==> src/design/can_consumption_range_decoder_defines.svh <==
// Assertion macros for the consumption and range decoder.
// Used by the top level only; no other dependencies.
`ifndef CAN_CONSUMPTION_RANGE_DECODER_DEFINES_SVH
`define CAN_CONSUMPTION_RANGE_DECODER_DEFINES_SVH
`ifndef SYNTHESIS
`define CCRD_ASSERT(label, cond) \
	label: assert property (@(posedge clk) disable iff (!arst_n) (cond)) else $error("check failed");
`define CCRD_ASSERT_IMPL(label, pre, post) \
	label: assert property (@(posedge clk) disable iff (!arst_n) (pre) |=> (post)) else $error("check failed");
`else
`define CCRD_ASSERT(label, cond)
`define CCRD_ASSERT_IMPL(label, pre, post)
`endif
`endif

==> src/design/ccrd_pkg.sv <==
// Shared types and constants of the consumption and range decoder.
// No dependencies.
package ccrd_pkg;
	localparam int AVG_DEPTH = 5;
	localparam logic [1:0] FUNC_CAN = 2'd0;
	localparam logic [1:0] FUNC_FUEL = 2'd1;
	localparam logic [1:0] FUNC_CLEAR = 2'd2;
	localparam logic [1:0] FUNC_RESERVED = 2'd3;
	localparam logic [10:0] ID_RATE = 11'h362;
	localparam logic [10:0] ID_FAULT = 11'h338;
	localparam logic [10:0] ID_ENGINE = 11'h1D0;
	localparam logic [10:0] ID_SPEED = 11'h1B4;
	localparam logic [15:0] FAULT_IGNORED = 16'd25;
	localparam logic [9:0] INST_LIMIT = 10'd990;
	localparam int RP_W = $clog2(AVG_DEPTH + 1);

	// datapath operations
	typedef enum logic [2:0] {
		OP_NONE, OP_LOAD, OP_DIV_START, OP_DIV_STEP, OP_BCD_START, OP_BCD_STEP
	} op_t;

	typedef struct packed {
		op_t op;
		logic [1:0] div_sel;  // 0 range, 1 instantaneous, 2 average
		logic [1:0] bcd_sel;  // 0 rate, 1 average, 2 range
	} cmd_t;

	typedef struct packed {
		logic is_rate;
		logic is_engine;
		logic div_done;
		logic bcd_done;
	} sts_t;

	localparam logic [1:0] DSEL_RANGE = 2'd0;
	localparam logic [1:0] DSEL_INST = 2'd1;
	localparam logic [1:0] DSEL_AVG = 2'd2;
	localparam logic [1:0] BSEL_RATE = 2'd0;
	localparam logic [1:0] BSEL_AVG = 2'd1;
	localparam logic [1:0] BSEL_RANGE = 2'd2;

	function automatic logic [6:0] pair_value(input logic [7:0] b);
		logic [3:0] hi;
		logic [3:0] lo;
		hi = b[7:4];
		lo = b[3:0];
		if (hi > 4'd9) return 7'd0;
		if (lo > 4'd9) return {3'd0, hi};
		return 7'(hi * 4'd10) + {3'd0, lo};
	endfunction
endpackage

==> src/design/ccrd_datapath.sv <==
// Datapath: held state, serial restoring divider and serial BCD converter.
// Depends on ccrd_pkg.
module ccrd_datapath (
	input  logic clk,
	input  logic arst_n,
	input  ccrd_pkg::cmd_t cmd,
	output ccrd_pkg::sts_t sts,
	input  logic [1:0] func,
	input  logic [10:0] can_id,
	input  logic [7:0] byte0, byte1, byte2, byte3, byte4, byte5,
	output logic [15:0] consumption_now_bcd,
	output logic [15:0] consumption_avg_bcd,
	output logic [15:0] range_bcd,
	output logic [19:0] range_km,
	output logic range_valid,
	output logic flat_tyre_warning,
	output logic tyre_pressure_warning
);
	logic [11:0] rate_q;
	logic [13:0] fuel_q;
	logic signed [16:0] speed_q;
	logic [15:0] inj_q;
	logic [9:0] ring_q [ccrd_pkg::AVG_DEPTH];
	logic [ccrd_pkg::RP_W-1:0] pos_q;
	logic [13:0] sum_q;
	logic [13:0] avg_q;
	logic [19:0] km_q;
	logic valid_q;
	logic [1:0] flags_q;
	logic [15:0] delta_q;
	logic [1:0] func_q;
	logic [10:0] id_q;
	// divider
	logic [23:0] quo_q;
	logic [16:0] rem_q;
	logic [16:0] dvs_q;
	logic [4:0] dcnt_q;
	logic [1:0] dsel_q;
	// bcd (double dabble), six digits so the range keeps its low four
	logic [19:0] bin_q;
	logic [23:0] bcd_q;
	logic [4:0] bcnt_q;
	logic [1:0] bsel_q;

	logic [17:0] trial;
	logic [23:0] adj;
	logic [9:0] inst;

	assign trial = {rem_q, quo_q[23]} - {1'b0, dvs_q};
	assign sts.is_rate = (func_q == ccrd_pkg::FUNC_CAN) && (id_q == ccrd_pkg::ID_RATE);
	assign sts.is_engine = (func_q == ccrd_pkg::FUNC_CAN) && (id_q == ccrd_pkg::ID_ENGINE);
	assign sts.div_done = (dcnt_q == 5'd0);
	assign sts.bcd_done = (bcnt_q == 5'd0);
	assign inst = (speed_q <= 17'sd0) ? 10'd0 :
		((quo_q > 24'(ccrd_pkg::INST_LIMIT)) ? ccrd_pkg::INST_LIMIT : quo_q[9:0]);

	always_comb begin
		for (int i = 0; i < 6; i++) begin
			adj[i*4 +: 4] = (bcd_q[i*4 +: 4] > 4'd4) ? bcd_q[i*4 +: 4] + 4'd3 : bcd_q[i*4 +: 4];
		end
	end

	always_ff @(posedge clk or negedge arst_n) begin
		if (!arst_n) begin
			rate_q <= '0;
			fuel_q <= '0;
			speed_q <= '0;
			inj_q <= '0;
			for (int i = 0; i < ccrd_pkg::AVG_DEPTH; i++) ring_q[i] <= '0;
			pos_q <= '0;
			sum_q <= '0;
			avg_q <= '0;
			km_q <= '0;
			valid_q <= 1'b0;
			flags_q <= '0;
			dcnt_q <= '0;
			bcnt_q <= '0;
			consumption_now_bcd <= '0;
			consumption_avg_bcd <= '0;
			range_bcd <= 16'hFFFF;
		end else begin
			case (cmd.op)
				ccrd_pkg::OP_LOAD: begin
					// latch the item and apply the simple updates
					func_q <= func;
					id_q <= can_id;
					if (func == ccrd_pkg::FUNC_CAN) begin
						if (can_id == ccrd_pkg::ID_RATE) begin
							rate_q <= 12'({byte2, 4'd0} + {8'd0, byte1[7:4]});
						end else if (can_id == ccrd_pkg::ID_FAULT) begin
							if ({byte1, byte0} != ccrd_pkg::FAULT_IGNORED) begin
								if ({byte1, byte0} == 16'd336 || {byte1, byte0} == 16'd63 ||
									{byte1, byte0} == 16'd142 || {byte1, byte0} == 16'd147 ||
									{byte1, byte0} == 16'd265) flags_q[0] <= 1'b1;
								if ({byte1, byte0} == 16'd149 || {byte1, byte0} == 16'd144 ||
									{byte1, byte0} == 16'd145 || {byte1, byte0} == 16'd50 ||
									{byte1, byte0} == 16'd73) flags_q[1] <= 1'b1;
							end
						end else if (can_id == ccrd_pkg::ID_ENGINE) begin
							delta_q <= {byte5, byte4} - inj_q;
							inj_q <= {byte5, byte4};
						end else if (can_id == ccrd_pkg::ID_SPEED) begin
							speed_q <= 17'(($signed({9'd0, byte1}) - 17'sd208) * 17'sd256)
								+ $signed({9'd0, byte0});
						end
					end else if (func == ccrd_pkg::FUNC_FUEL) begin
						fuel_q <= 14'(ccrd_pkg::pair_value(byte3) * 7'd100)
							+ {7'd0, ccrd_pkg::pair_value(byte2)};
					end else if (func == ccrd_pkg::FUNC_CLEAR) begin
						flags_q <= '0;
					end
				end
				ccrd_pkg::OP_DIV_START: begin
					dsel_q <= cmd.div_sel;
					dcnt_q <= 5'd24;
					rem_q <= '0;
					case (cmd.div_sel)
						ccrd_pkg::DSEL_RANGE: begin
							quo_q <= 24'(fuel_q * 7'd100);
							dvs_q <= {5'd0, rate_q};
						end
						ccrd_pkg::DSEL_INST: begin
							quo_q <= 24'(delta_q * 7'd100);
							dvs_q <= speed_q[16] ? 17'd1 : speed_q;
						end
						default: begin
							quo_q <= {10'd0, sum_q};
							dvs_q <= 17'(ccrd_pkg::AVG_DEPTH);
						end
					endcase
				end
				ccrd_pkg::OP_DIV_STEP: begin
					if (dcnt_q != 5'd0) begin
						if (!trial[17]) begin
							rem_q <= trial[16:0];
							quo_q <= {quo_q[22:0], 1'b1};
						end else begin
							rem_q <= {rem_q[15:0], quo_q[23]};
							quo_q <= {quo_q[22:0], 1'b0};
						end
						dcnt_q <= dcnt_q - 5'd1;
					end else begin
						// commit the quotient
						case (dsel_q)
							ccrd_pkg::DSEL_RANGE: begin
								if (rate_q == '0) begin
									km_q <= '0;
									valid_q <= 1'b0;
								end else begin
									km_q <= quo_q[19:0];
									valid_q <= 1'b1;
								end
							end
							ccrd_pkg::DSEL_INST: begin
								sum_q <= sum_q - {4'd0, ring_q[pos_q]} + {4'd0, inst};
								ring_q[pos_q] <= inst;
								pos_q <= (pos_q == ccrd_pkg::RP_W'(ccrd_pkg::AVG_DEPTH - 1)) ?
									'0 : pos_q + 1'b1;
							end
							// hold the average until the next engine frame
							ccrd_pkg::DSEL_AVG: avg_q <= quo_q[13:0];
							default: ;
						endcase
					end
				end
				ccrd_pkg::OP_BCD_START: begin
					bsel_q <= cmd.bcd_sel;
					bcnt_q <= 5'd20;
					bcd_q <= '0;
					case (cmd.bcd_sel)
						ccrd_pkg::BSEL_RATE: bin_q <= {8'd0, rate_q};
						ccrd_pkg::BSEL_AVG: bin_q <= {6'd0, avg_q};
						default: bin_q <= km_q;
					endcase
				end
				ccrd_pkg::OP_BCD_STEP: begin
					if (bcnt_q != 5'd0) begin
						bcd_q <= {adj[22:0], bin_q[19]};
						bin_q <= {bin_q[18:0], 1'b0};
						bcnt_q <= bcnt_q - 5'd1;
					end else begin
						// keep the low four digits
						case (bsel_q)
							ccrd_pkg::BSEL_RATE: consumption_now_bcd <= bcd_q[15:0];
							ccrd_pkg::BSEL_AVG: consumption_avg_bcd <= bcd_q[15:0];
							default: range_bcd <= valid_q ? bcd_q[15:0] : 16'hFFFF;
						endcase
					end
				end
				default: ;
			endcase
		end
	end

	assign range_km = valid_q ? km_q : '0;
	assign range_valid = valid_q;
	assign flat_tyre_warning = flags_q[0];
	assign tyre_pressure_warning = flags_q[1];
endmodule

==> src/design/ccrd_ctrl.sv <==
// Controller: sequences load, divisions and BCD conversions per item.
// Depends on ccrd_pkg.
module ccrd_ctrl (
	input  logic clk,
	input  logic arst_n,
	input  logic in_fire,
	input  logic out_fire,
	input  ccrd_pkg::sts_t sts,
	output ccrd_pkg::cmd_t cmd,
	output logic busy,
	output logic out_valid
);
	typedef enum logic [3:0] {
		S_IDLE, S_LOAD, S_RDIV_GO, S_RDIV, S_IDIV_GO, S_IDIV, S_ADIV_GO, S_ADIV,
		S_B0_GO, S_B0, S_B1_GO, S_B1, S_B2_GO, S_B2, S_OUT
	} state_t;
	state_t state_q;

	always_comb begin
		cmd = '{op: ccrd_pkg::OP_NONE, div_sel: ccrd_pkg::DSEL_RANGE, bcd_sel: ccrd_pkg::BSEL_RATE};
		case (state_q)
			S_IDLE: if (in_fire) cmd.op = ccrd_pkg::OP_LOAD;
			S_RDIV_GO: cmd = '{ccrd_pkg::OP_DIV_START, ccrd_pkg::DSEL_RANGE, ccrd_pkg::BSEL_RATE};
			S_IDIV_GO: cmd = '{ccrd_pkg::OP_DIV_START, ccrd_pkg::DSEL_INST, ccrd_pkg::BSEL_RATE};
			S_ADIV_GO: cmd = '{ccrd_pkg::OP_DIV_START, ccrd_pkg::DSEL_AVG, ccrd_pkg::BSEL_RATE};
			S_RDIV, S_IDIV, S_ADIV: cmd.op = ccrd_pkg::OP_DIV_STEP;
			S_B0_GO: cmd = '{ccrd_pkg::OP_BCD_START, ccrd_pkg::DSEL_RANGE, ccrd_pkg::BSEL_RATE};
			S_B1_GO: cmd = '{ccrd_pkg::OP_BCD_START, ccrd_pkg::DSEL_RANGE, ccrd_pkg::BSEL_AVG};
			S_B2_GO: cmd = '{ccrd_pkg::OP_BCD_START, ccrd_pkg::DSEL_RANGE, ccrd_pkg::BSEL_RANGE};
			S_B0, S_B1, S_B2: cmd.op = ccrd_pkg::OP_BCD_STEP;
			default: ;
		endcase
	end

	assign busy = (state_q != S_IDLE);
	assign out_valid = (state_q == S_OUT);

	always_ff @(posedge clk or negedge arst_n) begin
		if (!arst_n) begin
			state_q <= S_IDLE;
		end else begin
			case (state_q)
				S_IDLE: if (in_fire) state_q <= S_LOAD;
				S_LOAD: begin
					if (sts.is_rate) state_q <= S_RDIV_GO;
					else if (sts.is_engine) state_q <= S_IDIV_GO;
					else state_q <= S_B0_GO;
				end
				S_RDIV_GO: state_q <= S_RDIV;
				S_RDIV: if (sts.div_done) state_q <= S_B0_GO;
				S_IDIV_GO: state_q <= S_IDIV;
				S_IDIV: if (sts.div_done) state_q <= S_ADIV_GO;
				S_ADIV_GO: state_q <= S_ADIV;
				S_ADIV: if (sts.div_done) state_q <= S_B0_GO;
				S_B0_GO: state_q <= S_B0;
				S_B0: if (sts.bcd_done) state_q <= S_B1_GO;
				S_B1_GO: state_q <= S_B1;
				S_B1: if (sts.bcd_done) state_q <= S_B2_GO;
				S_B2_GO: state_q <= S_B2;
				S_B2: if (sts.bcd_done) state_q <= S_OUT;
				S_OUT: if (out_fire) state_q <= S_IDLE;
				default: state_q <= S_IDLE;
			endcase
		end
	end
endmodule

==> src/design/can_consumption_range_decoder.sv <==
// Consumption and range decoder, top level: stream ports, controller, datapath.
// Depends on ccrd_pkg, ccrd_ctrl, ccrd_datapath and the defines header.
//
// Takes one item at a time and returns one result item per input item.
// m_tvalid rises once the divisions, if any, and the BCD conversions are done;
// with m_tready high the controller returns to idle, and the next item can
// then be accepted.
// A 24-step serial restoring divider (range for a rate frame; instantaneous
// consumption, then the ring average, for an engine frame; each with start and
// commit) and a 20-step serial BCD converter, run three times, do the arithmetic.
// s_tready is low from acceptance until the result item is taken.
`include "can_consumption_range_decoder_defines.svh"
module can_consumption_range_decoder (
	input  logic clk,
	input  logic arst_n,
	input  logic s_tvalid,
	output logic s_tready,
	// tdata: can_id[10:0], byte0..byte5 [58:11], zero [63:59]
	input  logic [63:0] s_tdata,
	// tuser: func[1:0]
	input  logic [1:0] s_tuser,
	output logic m_tvalid,
	input  logic m_tready,
	// tdata: consumption_now_bcd, consumption_avg_bcd, range_bcd, range_km,
	// range_valid, flat_tyre_warning, tyre_pressure_warning, zero [87:71]
	output logic [87:0] m_tdata
);
	ccrd_pkg::cmd_t cmd;
	ccrd_pkg::sts_t sts;
	logic busy;
	logic in_fire, out_fire;
	logic [15:0] now_bcd, avg_bcd, rng_bcd;
	logic [19:0] km;
	logic rv, ftw, tpw;

	assign s_tready = !busy;
	assign in_fire = s_tvalid && s_tready;
	assign out_fire = m_tvalid && m_tready;

	ccrd_ctrl u_ctrl (
		.clk(clk), .arst_n(arst_n), .in_fire(in_fire), .out_fire(out_fire),
		.sts(sts), .cmd(cmd), .busy(busy), .out_valid(m_tvalid)
	);

	ccrd_datapath u_dp (
		.clk(clk), .arst_n(arst_n), .cmd(cmd), .sts(sts),
		.func(s_tuser), .can_id(s_tdata[10:0]),
		.byte0(s_tdata[18:11]), .byte1(s_tdata[26:19]), .byte2(s_tdata[34:27]),
		.byte3(s_tdata[42:35]), .byte4(s_tdata[50:43]), .byte5(s_tdata[58:51]),
		.consumption_now_bcd(now_bcd), .consumption_avg_bcd(avg_bcd),
		.range_bcd(rng_bcd), .range_km(km), .range_valid(rv),
		.flat_tyre_warning(ftw), .tyre_pressure_warning(tpw)
	);

	assign m_tdata = {17'd0, tpw, ftw, rv, km, rng_bcd, avg_bcd, now_bcd};

	// never accept while a result is pending
	`CCRD_ASSERT(a_no_accept_when_valid, !(m_tvalid && s_tready))
	// an accepted item leads to the busy sequence
	`CCRD_ASSERT_IMPL(a_busy_after_accept, in_fire, !s_tready)
	// invalid range shows blank BCD and zero km
	`CCRD_ASSERT(a_invalid_range, !(m_tvalid && !rv) || (rng_bcd == 16'hFFFF && km == 20'd0))
endmodule

==> config.mk <==
export PLATFORM = sky130hd
export DESIGN_NAME = can_consumption_range_decoder
export DESIGN_NICKNAME = d
export VERILOG_FILES = /design/src/design/ccrd_pkg.sv /design/src/design/ccrd_datapath.sv /design/src/design/ccrd_ctrl.sv /design/src/design/can_consumption_range_decoder.sv
export VERILOG_INCLUDE_DIRS = /design/src /design/src/design
export SDC_FILE = /design/constraint.sdc
export NUM_CORES = 1
export LEC_CHECK = 0
export ABC_AREA = 1
export BUFFER_PORTS_ARGS = -buffer_cell sky130_fd_sc_hd__buf_2
export CELL_PAD_IN_SITES_DETAIL_PLACEMENT = 0
export CELL_PAD_IN_SITES_GLOBAL_PLACEMENT = 1
export CORE_MARGIN = 2
export CORE_UTILIZATION = 50
export CTS_CLUSTER_DIAMETER = 50
export DETAILED_ROUTE_END_ITERATION = 16
export PLACE_DENSITY_LB_ADDON = 0.1
export SYNTH_ARGS = -nofsm -noshare
export SYNTH_HDL_FRONTEND = slang
export SYNTH_SLANG_ARGS = --single-unit
==> constraint.sdc <==
create_clock -name clk -period 7.1 [get_ports clk]
set_input_delay 1.42 -clock clk [delete_from_list [all_inputs] [get_ports clk]]
set_output_delay 1.42 -clock clk [all_outputs]
set_load 0.01 [all_outputs]
==> metrics.txt <==
number of enable-type register cells in the synthesized netlist 126; share of synthesized registers carrying an async set or reset 0.641; Detailed Routing Iterations Pass 1 5; footprint of the flip-flops and latches 9430 um^2; post-CTS setup buffer count 0; final clock period utilization by the worst path 0.678; number of buffers inserted during clock tree synthesis 45; worst hold endpoint u_dp.rate_q[8]$_DFFE_PN0P_; slowest library cell on the worst path fa_1; number of hold-slack violations in the final timing report 0; data required time at the worst endpoint 7.57 ns; area fraction in compound gates after synthesis 0.107; area leader, netlist dfrtp_1; clock-pin slew of the registers on the worst-case setup and hold paths 0.06 ns; initial antenna violation count 3; Max H-tree Level 2; Setup TNS 0 ns; cell at the root of the clock tree clkbuf_16; cell types with the largest area share after synthesis dfrtp_1 (22%), edfxtp_1 (16%), nand2_1 (11%), ha_1 (11%), inv_1 (8.2%); port buffer count 137; area share of fa/ha/maj cells after synthesis 0.141; die outline height 220 um; fill count 4385; arrival time of data at the critical path endpoint 5.28 ns; hold path start u_dp.rate_q[8]$_DFFE_PN0P_; count of vias placed by the detailed router 19.2k; setup repair after global routing missed its margin false; register bit count reported by yosys 351; HP Class reg -> reg; cell count after synthesis 2898; half-perimeter wire length of the detailed placement result 46100 um; Synth Cell Area 23300 um^2; area taken by multi-input logic gates 11600 um^2; total number of yosys warnings 0; Clk Latency, worst-skew pair 0.60 ns; final net count 3342; Final Routed Wirelength 59300 um; reported max-cap violation count 0; number of ports placed on the die boundary 160; WL per Instance 16.1 um; share of the core filled with cells 0.563; Max Root-Sink Buffers 3; routability cong. 0.921; most frequent cell on the critical path nand2_1; leak pwr 13.4 nW; Placement Setup Slack 1.61 ns; CP delay by family, top adder cells; endpoint of the worst register-to-register path u_dp.sum_q[6]$_DFFE_PN0P_; worst path buffer plus inverter count 3; DRC violation total after the first TritonRoute iteration 1354; achievable frequency 208 MHz; Register-to-Register Setup Slack 3.18 ns; post-route clock skew 0.0280 ns; wire length of the first global-routing pass 96900 um; critical path class in -> reg; power density normalized to cell area 317 nW/um^2; sequential-to-total area share from yosys stat 0.405; final max-slew violation count 0; Horiz. Die Dim 220 um; layout overhead on the synthesized area 11.8%; area fraction of the dominant cell type after synthesis 0.224; dominant synthesized flop cell dfrtp_1; library cells used by synthesis 56; worst-case headroom to the max-slew limit 0.285; Initial Utilization 0.504; total of endpoints with negative setup slack in the final report 0; ordered list of cells on the worst path buf_2 -> ha_1 -> ha_1 -> inv_1 -> fa_1 -> nand3_1 -> nand2_1 -> nor2_1 -> ha_1 -> ha_1 -> ha_1 -> ha_1 -> nand2_1 -> inv_1 -> nand3_1 -> nand3_1 -> nand2_1 -> nand2_1 -> nand2_1 -> nor2_1 -> nand2_1 -> nand3_1 -> nand2_1; biggest cell delay along the critical path 0.46 ns; maximum number of pins on one net before global-route repair 85; critical path capture point type flop; Least-Margin Pin Slew 1.07 ns; GR Util All Layers 0.251; launch point of the worst reg-to-reg path u_dp.quo_q[18]$_DFFE_PP_; Cell Rows 79; crit path max fanout 6; CTS tree done; number of remaining DRC errors 0; placeable core region 46300 um^2; Resized Gates After CTS 0; count of nets left with antenna violations after detail routing 0; Hold Path Cell Cnt 2; min cycle time layout 4.81 ns; total die area 48400 um^2; share of cell area taken by muxes after synthesis 0.00950; Avg Inst Size Synth 8.04 um^2; number of global-route vias before repair 18.7k; Final Worst Setup Slack 2.29 ns; Max rail drop VDD 0.374 mV; simple-gate share of the synthesized area 0.215; Total Power 0.00826 W; combinational family with the most area after synthesis simple AND/OR/NAND/NOR gates; global route overflow 0; worst reg2reg path depth 12; average via count per standard cell 5.21; result of the run completed; fraction of layout cells with a size suffix above 1 0.0958; share of the synthesized netlist area taken by xor and xnor gates 0.0203; hold_buf cts 0; clock sink count 351; kind of start point of the critical path input pin
[sequential cells by signal (all words and copies together), names as in the netlist, 17 cells and up]
| signal | cells |
|---|---|
| u_dp.speed_q | 17 |
| u_dp.quo_q | 24 |
| u_dp.rem_q | 17 |
| u_dp.ring_q | 50 |
| u_dp.bin_q | 20 |
| u_dp.km_q | 20 |
[worst register-to-register path, stage by stage, from the launching register on]
cell,delay [ns]
edfxtp_1,0.41
inv_1,0.20
nand4_1,0.12
nor3_1,0.37
nand2_1,0.15
nor3_1,0.80
fa_1,0.55
ha_1,0.38
a21oi_1,0.22
o21ai_0,0.15
a21oi_1,0.17
xor2_1,0.16
o21ai_0,0.09
[cells in the mapped netlist (31+ instances only)]
library cell  number
nand2_1          705
inv_1            512
o21ai_0          247
dfrtp_1          209
nor2_1           208
ha_1             201
nand3_1          140
edfxtp_1         126
a21oi_1           88
nand4_1           40
xor2_1            40
fa_1              38
clkbuf_1          36
o22ai_1           31
[through the flow]
stage / std cells / hold slack [ns] / area, um^2
after floorplan: 2914 / 0.442 / 23400
after global placement: 3593 / 0.456 / 24500
after detailed placement: 3593 / 0.461 / 24500
after CTS: 3677 / 0.476 / 26000
after global routing: 3678 / 0.496 / 26000
final: 3680 / 0.469 / 26100
[power by group]
group	internal [W]	leakage [nW]	switching, W
logic	0.00107	8.50	0.00214
clock network	0.00136	0.736	0.000937
registers	0.00256	4.16	0.000200
total	0.00499	13.4	0.00328
[cell families after synthesis]
| kind of cell | Yosys count |
|---|---|
| mux | 18 |
| buf+inv | 602 |
| other cells | 1 |
| flops | 351 |
| fa+ha+maj | 239 |
| compound gates | 449 |
| simple gates | 1184 |
| xor+xnor | 54 |
[layout by cell type, fill, tap and decap left out, types with 6 or more instances in the layout]
master and n:
inv_1 512, o22ai_1 31, clkinv_1 8, dfstp_2 16
clkbuf_1 10, edfxtp_1 126, a221oi_1 11, xor2_1 40
a31oi_1 6, nor2_1 206, clkbuf_16 47, nand4_1 40
xnor2_1 14, a21oi_1 88, buf_4 14, nor3_1 27
ha_1 201, a21o_1 7, nand3b_1 25, buf_2 136
nand3_1 140, mux2_2 13, a22oi_1 9, nor2_4 7
dfrtp_1 209, o21ai_1 12, nand2_1 705, fa_1 38
o21ai_0 247, or2_2 9, nor4_1 8, inv_2 7
conb_1 17
[routing by layer]
layer  vias up  track usage  part of all wire
met5         -            0                 0
met4         0       0.0843             0.030
met3        93       0.0312             0.039
met2       324        0.422              0.47
met1      9088        0.336              0.46
li1       9665            -                 -
[worst max path at each step]
stage / start / endpoint / depth (start not counted)
finish: s_tdata[40] / u_dp.fuel_q[13]$_DFFE_PN0P_ / 23
global route: s_tdata[39] / u_dp.fuel_q[12]$_DFFE_PN0P_ / 22
CTS: s_tdata[40] / u_dp.fuel_q[13]$_DFFE_PN0P_ / 23
detailed placement: s_tdata[40] / u_dp.fuel_q[13]$_DFFE_PN0P_ / 23
global placement: s_tdata[40] / u_dp.fuel_q[13]$_DFFE_PN0P_ / 22
floorplan: s_tdata[36] / u_dp.fuel_q[13]$_DFFE_PN0P_ / 22
[cell type report]
type | count | area share
diodes | 3 | 0.000288
clock buffers | 62 | 0.0492
clock inverters | 22 | 0.00912
inverters | 523 | 0.0754
multi-input cells | 1961 | 0.444
flip-flops and latches | 351 | 0.362
well taps | 607 | 0.0292
repair buffers | 151 | 0.0307
No activity file was read; power rests on OpenSTA's default activity.
